--- src/sv/cme_pkg.sv ---
// ----------------------------------------------------------------------------
// cme_pkg
// Shared types, tables and the control program of the Codabar module encoder.
// ----------------------------------------------------------------------------
package cme_pkg;

  // Guard family fixed by the first character of a symbol
  typedef enum logic [1:0] {
    MODE_WAIT = 2'd0,  // awaiting first character, also "not a guard"
    MODE_ABCD = 2'd1,
    MODE_TNSE = 2'd2,
    MODE_DFLT = 2'd3   // default A guards added
  } guard_mode_t;

  typedef enum logic [1:0] {
    ERR_NONE  = 2'd0,
    ERR_GUARD = 2'd1,
    ERR_CHAR  = 2'd2
  } err_code_t;

  typedef enum logic {
    ST_IDLE = 1'b0,
    ST_RUN  = 1'b1
  } seq_state_t;

  // Micro-operations of one program step
  typedef enum logic [2:0] {
    OP_CHAR_A   = 3'd0,  // A guard pattern
    OP_CHAR_MID = 3'd1,  // latched middle character
    OP_CHAR_GRD = 3'd2,  // latched guard character
    OP_GAP      = 3'd3,  // one white module
    OP_ERR1     = 3'd4,  // guard error result
    OP_ERR2     = 3'd5,  // character error result
    OP_END      = 3'd6   // no result, return to dispatch
  } op_t;

  typedef struct packed {
    op_t  op;
    logic done;  // final step of the program: jump back to dispatch
  } ctrl_t;

  localparam int PC_W = 5;
  typedef logic [PC_W-1:0] pc_t;

  // Program entry points
  localparam pc_t PC_AMA  = 5'd0;   // A gap mid gap A
  localparam pc_t PC_GG   = 5'd5;   // guard gap
  localparam pc_t PC_AMG  = 5'd7;   // A gap mid gap
  localparam pc_t PC_MG   = 5'd11;  // mid gap
  localparam pc_t PC_MA   = 5'd13;  // mid gap A
  localparam pc_t PC_G    = 5'd16;  // guard
  localparam pc_t PC_ERR1 = 5'd17;
  localparam pc_t PC_ERR2 = 5'd18;
  localparam pc_t PC_NONE = 5'd19;

  localparam logic [4:0] IDX_GUARD_A = 5'd16;

  // Control store
  function automatic ctrl_t prog_rom(input pc_t pc);
    ctrl_t w;
    case (pc)
      5'd0:    w = '{OP_CHAR_A,   1'b0};
      5'd1:    w = '{OP_GAP,      1'b0};
      5'd2:    w = '{OP_CHAR_MID, 1'b0};
      5'd3:    w = '{OP_GAP,      1'b0};
      5'd4:    w = '{OP_CHAR_A,   1'b1};
      5'd5:    w = '{OP_CHAR_GRD, 1'b0};
      5'd6:    w = '{OP_GAP,      1'b1};
      5'd7:    w = '{OP_CHAR_A,   1'b0};
      5'd8:    w = '{OP_GAP,      1'b0};
      5'd9:    w = '{OP_CHAR_MID, 1'b0};
      5'd10:   w = '{OP_GAP,      1'b1};
      5'd11:   w = '{OP_CHAR_MID, 1'b0};
      5'd12:   w = '{OP_GAP,      1'b1};
      5'd13:   w = '{OP_CHAR_MID, 1'b0};
      5'd14:   w = '{OP_GAP,      1'b0};
      5'd15:   w = '{OP_CHAR_A,   1'b1};
      5'd16:   w = '{OP_CHAR_GRD, 1'b1};
      5'd17:   w = '{OP_ERR1,     1'b1};
      5'd18:   w = '{OP_ERR2,     1'b1};
      default: w = '{OP_END,      1'b1};
    endcase
    return w;
  endfunction

  // Wide/narrow element pattern, first element in bit 6
  function automatic logic [6:0] pattern(input logic [4:0] idx);
    logic [6:0] p;
    case (idx)
      5'd0:    p = 7'h03;
      5'd1:    p = 7'h06;
      5'd2:    p = 7'h09;
      5'd3:    p = 7'h60;
      5'd4:    p = 7'h12;
      5'd5:    p = 7'h42;
      5'd6:    p = 7'h21;
      5'd7:    p = 7'h24;
      5'd8:    p = 7'h30;
      5'd9:    p = 7'h48;
      5'd10:   p = 7'h0C;
      5'd11:   p = 7'h18;
      5'd12:   p = 7'h45;
      5'd13:   p = 7'h51;
      5'd14:   p = 7'h54;
      5'd15:   p = 7'h15;
      5'd16:   p = 7'h1A;
      5'd17:   p = 7'h29;
      5'd18:   p = 7'h0B;
      5'd19:   p = 7'h0E;
      default: p = 7'h03;
    endcase
    return p;
  endfunction

  // Middle character: {valid, index}
  function automatic logic [4:0] mid_index(input logic [7:0] c);
    logic [4:0] r;
    r = 5'd0;
    if (c >= 8'h30 && c <= 8'h39) begin
      r = {1'b1, 4'(c - 8'h30)};
    end else begin
      case (c)
        8'h2D:   r = {1'b1, 4'd10};  // '-'
        8'h24:   r = {1'b1, 4'd11};  // '$'
        8'h3A:   r = {1'b1, 4'd12};  // ':'
        8'h2F:   r = {1'b1, 4'd13};  // '/'
        8'h2E:   r = {1'b1, 4'd14};  // '.'
        8'h2B:   r = {1'b1, 4'd15};  // '+'
        default: r = 5'd0;
      endcase
    end
    return r;
  endfunction

  // Guard family, MODE_WAIT for a non-guard
  function automatic guard_mode_t guard_family(input logic [7:0] c);
    guard_mode_t f;
    f = MODE_WAIT;
    if (c >= 8'h41 && c <= 8'h44) begin
      f = MODE_ABCD;
    end else if (c == 8'h54 || c == 8'h4E || c == 8'h2A || c == 8'h45) begin
      f = MODE_TNSE;
    end
    return f;
  endfunction

  // Guard pattern offset: A/T 0, B/N 1, C/* 2, else 3
  function automatic logic [1:0] guard_index(input logic [7:0] c);
    logic [1:0] g;
    case (c)
      8'h41, 8'h54: g = 2'd0;
      8'h42, 8'h4E: g = 2'd1;
      8'h43, 8'h2A: g = 2'd2;
      default:      g = 2'd3;
    endcase
    return g;
  endfunction

endpackage

--- src/sv/codabar_module_encoder.sv ---
// ----------------------------------------------------------------------------
// codabar_module_encoder
// Codabar encoder: characters in, one bar module (or error) per result out.
// ----------------------------------------------------------------------------
// Each accepted character runs a short program from a control store: one step
// per character pattern, gap or error, and one output module per clock while
// the output register is free. A character is dispatched, then its steps emit
// their results in order; an item that gives no result runs the empty step.
// The next character is taken once the program of the previous one has ended
// with its final result (if any) in the output register; stalls on the output
// side pause the sequencer.
module codabar_module_encoder
  import cme_pkg::*;
(
  input  logic       clk,
  input  logic       rst_n,
  input  logic       in_tvalid,
  output logic       in_tready,
  input  logic [7:0] in_tdata,   // [7:0] char_code
  input  logic       in_tlast,   // final_char
  output logic       out_tvalid,
  input  logic       out_tready,
  output logic [7:0] out_tdata,  // [0] module_bit, [7:1] zero
  output logic [2:0] out_tuser,  // [0] run_end, [2:1] error_code
  output logic       out_tlast   // symbol_end
);

  seq_state_t  state_r, state_nxt;
  pc_t         pc_r, pc_nxt;
  guard_mode_t mode_r, mode_nxt;
  logic        pend_r, pend_nxt;
  logic [3:0]  mid_idx_r, mid_idx_nxt;
  logic [1:0]  grd_idx_r, grd_idx_nxt;
  logic        fin_r, fin_nxt;
  logic [2:0]  elem_r, elem_nxt;
  logic        half_r, half_nxt;

  logic        out_valid_r, out_valid_nxt;
  logic        out_bit_r, out_bit_nxt;
  logic        out_run_r, out_run_nxt;
  logic        out_sym_r, out_sym_nxt;
  err_code_t   out_err_r, out_err_nxt;

  logic        in_acc;
  logic        adv;
  logic [4:0]  mid_dec;
  guard_mode_t fam;
  ctrl_t       ctrl;
  logic [4:0]  pat_idx;
  logic [6:0]  pat;
  logic        is_char;
  logic        wide;
  logic        step_end;
  pc_t         entry;

  assign in_tready  = (state_r == ST_IDLE);
  assign in_acc     = in_tvalid && in_tready;
  assign out_tvalid = out_valid_r;
  assign out_tdata  = {7'd0, out_bit_r};
  assign out_tuser  = {out_err_r, out_run_r};
  assign out_tlast  = out_sym_r;

  // Decode the incoming character
  assign mid_dec = mid_index(in_tdata);
  assign fam     = guard_family(in_tdata);

  // Current control word and character pattern
  assign ctrl = prog_rom(pc_r);
  always_comb begin
    case (ctrl.op)
      OP_CHAR_MID: pat_idx = {1'b0, mid_idx_r};
      OP_CHAR_GRD: pat_idx = {3'b100, grd_idx_r};
      default:     pat_idx = IDX_GUARD_A;
    endcase
  end
  assign pat     = pattern(pat_idx);
  assign is_char = (ctrl.op == OP_CHAR_A) || (ctrl.op == OP_CHAR_MID) ||
                   (ctrl.op == OP_CHAR_GRD);
  assign wide    = pat[3'd6 - elem_r];
  assign step_end = is_char ? ((elem_r == 3'd6) && (!wide || half_r)) : 1'b1;
  assign adv      = (state_r == ST_RUN) && (!out_valid_r || out_tready);

  // Dispatch: pick the program and update the symbol state
  always_comb begin
    entry    = PC_NONE;
    mode_nxt = mode_r;
    pend_nxt = pend_r;
    if (mode_r == MODE_WAIT) begin
      if (in_tlast) begin
        entry = mid_dec[4] ? PC_AMA : PC_ERR2;
      end else if (fam != MODE_WAIT) begin
        entry    = PC_GG;
        mode_nxt = fam;
      end else begin
        mode_nxt = MODE_DFLT;
        if (mid_dec[4]) begin
          entry = PC_AMG;
        end else begin
          pend_nxt = 1'b1;
        end
      end
    end else if (!in_tlast) begin
      if (!pend_r) begin
        if (mid_dec[4]) begin
          entry = PC_MG;
        end else begin
          pend_nxt = 1'b1;
        end
      end
    end else if (mode_r == MODE_DFLT) begin
      if (fam != MODE_WAIT) begin
        entry = PC_ERR1;
      end else if (pend_r || !mid_dec[4]) begin
        entry = PC_ERR2;
      end else begin
        entry = PC_MA;
      end
    end else begin
      if (fam != mode_r) begin
        entry = PC_ERR1;
      end else if (pend_r) begin
        entry = PC_ERR2;
      end else begin
        entry = PC_G;
      end
    end
    // end of symbol: clear for the next one
    if (in_tlast) begin
      mode_nxt = MODE_WAIT;
      pend_nxt = 1'b0;
    end
  end

  // Sequencer and output register
  always_comb begin
    state_nxt     = state_r;
    pc_nxt        = pc_r;
    mid_idx_nxt   = mid_idx_r;
    grd_idx_nxt   = grd_idx_r;
    fin_nxt       = fin_r;
    elem_nxt      = elem_r;
    half_nxt      = half_r;
    out_valid_nxt = out_valid_r && !out_tready;
    out_bit_nxt   = out_bit_r;
    out_run_nxt   = out_run_r;
    out_sym_nxt   = out_sym_r;
    out_err_nxt   = out_err_r;
    if (in_acc) begin
      state_nxt   = ST_RUN;
      pc_nxt      = entry;
      mid_idx_nxt = mid_dec[3:0];
      grd_idx_nxt = guard_index(in_tdata);
      fin_nxt     = in_tlast;
      elem_nxt    = 3'd0;
      half_nxt    = 1'b0;
    end else if (adv) begin
      // emit one result unless the step carries none
      if (ctrl.op != OP_END) begin
        out_valid_nxt = 1'b1;
        out_bit_nxt   = is_char && !elem_r[0];
        out_run_nxt   = ctrl.done && step_end;
        out_sym_nxt   = ctrl.done && step_end && fin_r;
        case (ctrl.op)
          OP_ERR1: out_err_nxt = ERR_GUARD;
          OP_ERR2: out_err_nxt = ERR_CHAR;
          default: out_err_nxt = ERR_NONE;
        endcase
      end
      // advance the element, the step or return to dispatch
      if (step_end) begin
        elem_nxt = 3'd0;
        half_nxt = 1'b0;
        if (ctrl.done) begin
          state_nxt = ST_IDLE;
        end else begin
          pc_nxt = pc_r + 5'd1;
        end
      end else if (wide && !half_r) begin
        half_nxt = 1'b1;
      end else begin
        half_nxt = 1'b0;
        elem_nxt = elem_r + 3'd1;
      end
    end
  end

  // Control registers
  always_ff @(posedge clk) begin
    if (!rst_n) begin
      state_r     <= ST_IDLE;
      mode_r      <= MODE_WAIT;
      pend_r      <= 1'b0;
      out_valid_r <= 1'b0;
      pc_r        <= PC_NONE;
      elem_r      <= 3'd0;
      half_r      <= 1'b0;
    end else begin
      state_r     <= state_nxt;
      out_valid_r <= out_valid_nxt;
      pc_r        <= pc_nxt;
      elem_r      <= elem_nxt;
      half_r      <= half_nxt;
      if (in_acc) begin
        mode_r <= mode_nxt;
        pend_r <= pend_nxt;
      end
    end
  end

  // Payload registers
  always_ff @(posedge clk) begin
    mid_idx_r <= mid_idx_nxt;
    grd_idx_r <= grd_idx_nxt;
    fin_r     <= fin_nxt;
    out_bit_r <= out_bit_nxt;
    out_run_r <= out_run_nxt;
    out_sym_r <= out_sym_nxt;
    out_err_r <= out_err_nxt;
  end

  // Checks
  a_err_result_form: assert property (@(posedge clk) disable iff (!rst_n)
    (out_valid_r && out_err_r != ERR_NONE) |-> (!out_bit_r && out_run_r && out_sym_r))
    else $error("error result must be a white, final result");

  a_sym_end_run_end: assert property (@(posedge clk) disable iff (!rst_n)
    (out_valid_r && out_sym_r) |-> out_run_r)
    else $error("symbol end without run end");

  a_symbol_clears: assert property (@(posedge clk) disable iff (!rst_n)
    (in_acc && in_tlast) |=> (mode_r == MODE_WAIT && !pend_r))
    else $error("guard state not cleared after last character");

  a_elem_range: assert property (@(posedge clk) disable iff (!rst_n)
    (state_r == ST_RUN) |-> (elem_r <= 3'd6))
    else $error("element counter out of range");

endmodule

--- config.mk ---
export PLATFORM = sky130hd
export DESIGN_NAME = codabar_module_encoder
export DESIGN_NICKNAME = d
export VERILOG_FILES = /design/src/sv/cme_pkg.sv /design/src/sv/codabar_module_encoder.sv
export SDC_FILE = /design/constraint.sdc
export NUM_CORES = 1
export LEC_CHECK = 0
export ABC_CLOCK_PERIOD_IN_PS = 8400
export CORE_MARGIN = 2
export CORE_UTILIZATION = 67
export CTS_CLUSTER_SIZE = 24
export DETAILED_ROUTE_END_ITERATION = 10
export DONT_BUFFER_PORTS = 1
export HOLD_SLACK_MARGIN = 0.08
export PLACE_DENSITY = 0.83
export SLEW_MARGIN = 20
export SYNTH_ARGS = -nofsm -noshare
export SYNTH_HDL_FRONTEND = slang
export SYNTH_SLANG_ARGS = --single-unit
--- constraint.sdc ---
create_clock -name clk -period 8.4 [get_ports clk]
set_clock_uncertainty 0.2 [all_clocks]
set_input_delay 1.68 -clock clk [delete_from_list [all_inputs] [get_ports clk]]
set_output_delay 1.68 -clock clk [all_outputs]
set_load 0.05 [all_outputs]
## Yosys cells after proc, flatten, opt, wreduce, memory -nomap -nowiden

Memories as Yosys holds them, arrays and structs flattened. A register that Yosys moved wholly into a read port is not among the register bits.
Index checks and enable logic that the tools add are counted.

- Add/subtract/negate cells: 4
- Bitwise operators: 3
- Reductions and logical operators: 41
- Multiplexer cells: 49
- Magnitude comparators: 5
- Equal/unequal tests: 25

Operator list:

| cell | number |
|---|---|
| $mux 5 | 18 |
| $eq 8x6->1 const B | 7 |
| $eq 8x7->1 const B | 6 |
| $pmux 5 s6 | 1 |
| $mux 1 | 17 |
| $mux 2 | 7 |
| $reduce_and 3->1 | 4 |
| $logic_and 1x1->1 | 10 |
| $pmux 5 s2 | 1 |
| $reduce_bool 2->1 | 5 |
| $eq 3x3->1 const B | 3 |
| $ne 3x3->1 const B | 3 |
| $ge 8x6->1 const B | 1 |
| $ge 8x7->1 const B | 1 |
| $le 8x6->1 const B | 1 |
| $le 8x7->1 const B | 1 |
| $logic_or 1x1->1 | 8 |
| $reduce_or 2->1 | 4 |
| $logic_not 1->1 | 6 |
| $mux 3 | 2 |
| $pmux 2 s3 | 1 |
| $add 5x1->5 const B | 1 |
| $lt 3x4->1 const B | 1 |
| $ne 2x2->1 const B | 2 |
| other kinds (13) | 16 |

- Register bits after elaboration: 26
- Memory bits (read-only): 352
- Bits of input ports: 13
- Word-level logic and storage cells: 143
- Memories: 2

Memories:

| name | words | bits a word | read ports | clocked after Yosys merged registers in | write ports | RTL line | text |
|---|---|---|---|---|---|---|---|
| (name not given) | 32 | 7 | 1 | 0 | 0 | cme_pkg.sv:89 | `case (idx)` |
| (name not given) | 32 | 4 | 1 | 1 | 0 | cme_pkg.sv:61 | `case (pc)` |

## Logic depth before layout (Yosys ltp)

- Word-level depth: 14
- Mapped depth: 17
- Mapped depth without buffers: 16

## Worst setup path before layout

No wires, ideal clock.

- Kind: input port to flip-flop
- From: in in_tdata[2]
- To: reg ctrl[2] (netlist name)
- Path buffers: 1
- Arrival time: 4.378 ns
- Setup time: 0.122 ns
- Stages: 12
- Path slack: 3.701 ns
- Cell sequence: clkbuf_1 or4bb_1 a211o_1 and3b_1 and2_1 or3_1 o311ai_0 o2111ai_1 and2_1 ha_1 mux2i_1 o32a_1

- Longest elaborated chain between the ends: 14
- Elaborated cells on any way between the ends: 42
- Those cells by class: 4 x order compare; 11 x eq/ne; 19 x mux; 8 x reduce/logical

Ends and longest elaborated chain:

| what | RTL line | text |
|---|---|---|
| start, declared | codabar_module_encoder.sv:19 | `input logic [7:0] in_tdata,` |
| branches (longest 10 deep; another with $ge 8x6->1) | n/a |  |
| $mux 5 * | codabar_module_encoder.sv:88 | `if (mode_r == MODE_WAIT) begin` |
| $mux 5 * | codabar_module_encoder.sv:148 | `if (in_acc) begin` |
| $mux 5 (no line) * (2 in a row) | n/a |  |

Every way passes the cells marked *.
A chain may end at the register's enable or synchronous reset.

## Worst setup path in the final report

- From: in in_tdata[7]
- To: reg ctrl[2] (netlist name)

- Longest elaborated chain between the ends: 14
- Elaborated cells on any way between the ends: 42
- Those cells by class: 4 x order compare; 11 x eq/ne; 19 x mux; 8 x reduce/logical

Ends and longest elaborated chain:

| what | RTL line |
|---|---|
| branches (longest 10 deep; another with $ge 8x6->1) | n/a |
| $mux 5 * | codabar_module_encoder.sv:88 |
| $mux 5 * | codabar_module_encoder.sv:148 |
| $mux 5 (no line) * (2 in a row) | n/a |

Marked as above.

==> flow_metrics.tcl <==
set metrics [dict create \
    vias 2306 \
    fin_setup_tns_ns 0 \
    hold_viol_final 0 \
    die_x_um 66.70 \
    cts_sinks 30 \
    synthFlopType "dfxtp_1" \
    grt_overflow 0 \
    synth_top_area_share_pct 13.68 \
    fillers 317 \
    numCtsBuffers 5 \
    synth_cell_types 76 \
    critPathKind "in2reg" \
    drive_gt1_share_pct 10.26 \
    slew_viol_final 0 \
    critPathCaptureType "flop" \
    cp.arrival_ns 4.53 \
    rrSetupSlack_ns 4.16 \
    setup_viol 0 \
    dp_hpwl_um 4321 \
    netlist_top_cells_area "dfxtp_1, edfxtp_1, ha_1" \
    netlist_instances 313 \
    dieArea_um2 4448 \
    cts_setup_buffers 0 \
    maxCapViolations 0 \
    grt_pass1_vias 2208 \
    cp_max_fo 6 \
    holdWs_ns 0.3094 \
    die_h_um 66.70 \
    yosys.area.top_type "dfxtp_1" \
    drtAntennaViolNets 0 \
    yosysWarningCount 0 \
    wl_per_cell_um 16.88 \
    hp-class "reg2reg" \
    synth-async-reset-ratio_pct 0 \
    status "completed" \
    p_per_area_nw_per_um2 147.9 \
    cp.required_ns 8.37 \
    grt_antenna_before_repair 0 \
    io_buffer_count 0 \
    cts.reportedPaths.clkPinSlew_ns 0.07 \
    drc 0 \
    nets 325 \
    ioPinCount 27 \
    fin_crit_ns 4.561 \
    ir_drop_mv 0.08542 \
    drt_wl_total_um 5908 \
    crit_path_start_kind "primary input" \
    tritoncts "done" \
    clkLatencyLatePin_ns 0.28 \
    ys_seq_elements 30 \
    tightestPinTransition_ns 0.5838 \
    avgViaCountPerCell 6.589 \
    cts.hold.buffers_added 0 \
    relSlewSlack_pct 60.90 \
    grt.total_usage_pct 29.63 \
    initial_core_util_pct 70.88 \
    ff2ff_path_depth 15 \
    clock_path_buffers 2 \
    synth_edf_count 12 \
    htree_levels 2 \
    rsz0062_at_grt "no" \
    min_to "state_r" \
    diodes 0 \
    timing.rr.end "ctrl[2]" \
    avgSynthCellArea_um2 8.415 \
    num_rows 22 \
    leakage_uw 0.0009653 \
    routabilityCongestion 0.8695 \
    firstDrtPassIters 5 \
    yosysSeqAreaShare_pct 27.36 \
    grt_max_degree 18 \
    fmax_mhz 219.2 \
    worstHoldStart "state_r" \
    cts_resized 0 \
    holdPathStages 1 \
    r2r-start "ctrl[3]" \
    syn_to_final_growth_pct 1.330 \
    coreArea_um2 3716 \
    clockRootBuffer "clkbuf_8" \
    drtIter0Drc 193 \
    fin_crit_sh_pct 54.30 \
    grt_pass1_wl_um 10090 \
    syn_area_um2 2634 \
]
-- routing by layer --
| layer | GRT usage, % | vias up | part of all wire [%] |
|---|---|---|---|
| met4 | 9.439 | 0 | 1.5 |
| met3 | 5.743 | 10 | 5.2 |
| met1 | 38.64 | 1083 | 45 |
| met2 | 49.25 | 73 | 48 |
| li1 | - | 1140 | - |
| met5 | 0 | - | 0 |
-- state kept, by name, summed over array words and instances, names as in the netlist --
register    cells
grd_idx_r       2
out_run_r       1
half_r          1
mode_r          2
state_r         1
out_tvalid      1
pend_r          1
out_bit_r       1
fin_r           1
pc_r            5
out_tlast       1
out_err_r       2
mid_idx_r       4
elem_r          3
ctrl            4
-- synthesized netlist by cell type, types with 8 or more instances --
library cell,number
edfxtp_1,12
a21oi_1,23
nand2_1,16
a31oi_1,8
buf_4,10
nand3_1,10
nor2b_1,8
clkbuf_1,13
o21ai_0,15
nor2_1,20
ha_1,11
nor3_1,8
inv_1,21
dfxtp_1,18
-- cell usage in the layout (no fill, tap or decap), types with 8 or more instances in the layout --
cell	synthesis	final
a21oi_1	23	23
inv_1	21	21
nor2_1	20	20
dfxtp_1	18	18
nand2_1	16	16
o21ai_0	15	15
edfxtp_1	12	12
ha_1	11	11
nand3_1	10	10
nor2b_1	8	8
nor3_1	8	8
a31oi_1	8	8
-- power breakdown --
part / total [uW] / internal (uW) / leakage, uW / switching (uW)
Clock: 111 / 56.6 / 0.0000416 / 54.8
Combinational: 92.4 / 35.0 / 0.000667 / 57.4
Sequential: 191 / 165 / 0.000257 / 26.3
Total: 395 / 256 / 0.000965 / 138
-- worst max path at each step --
stage	startpoint	to	slack, ns
floorplan	in_tdata[2]	ctrl[2]	3.70
global placement	in_tdata[7]	ctrl[2]	3.67
detailed placement	in_tdata[7]	ctrl[2]	3.56
CTS	in_tdata[7]	ctrl[2]	3.84
global route	in_tdata[7]	ctrl[2]	3.58
finish	in_tdata[7]	ctrl[2]	3.84
-- worst max-delay path: stages --
cell and delay [ns]:
or3b_1 0.46, nor4_1 0.32, and3b_1 0.27, and2_1 0.20, or3_1 0.31, o311ai_0 0.09, o2111ai_1 0.21, and2_1 0.25
ha_1 0.33, mux2i_1 0.08, o32a_1 0.33
-- cell type report --
type                       instances  area, um^2  area share (%)
clock buffer                       5       68.82           2.579
sequential                        30       720.7           27.00
tap                               48       60.06           2.250
inverter                          22       82.58           3.094
multi-input combinational        242        1720           64.46
clock inverter                     3       16.27          0.6095
-- stage by stage --
stage / utilization [%] / cells / instance area [um^2] / total power [uW] / setup slack, ns
after global placement: 69.53 / 342 / 2584 / 281.9 / 3.670
after CTS: 71.82 / 350 / 2669 / 394.6 / 3.838
after detailed placement: 69.53 / 342 / 2584 / 284.8 / 3.562
final: 71.82 / 350 / 2669 / 394.6 / 3.839
after global routing: 71.82 / 350 / 2669 / 417.6 / 3.582
after floorplan: - / 319 / 2656 / 274.3 / 3.701
-- kinds of logic after synthesis --
logic type,Yosys count,synth area share [%]
flops,30,27.36
fa+ha+maj,11,5.226
compound gates,102,29.03
simple gates,113,26.75
buf+inv,47,8.171
mux,7,2.660
other cells,1,0.1424
xor+xnor,2,0.6652
Note: power is estimated with default switching activity, not from simulation.
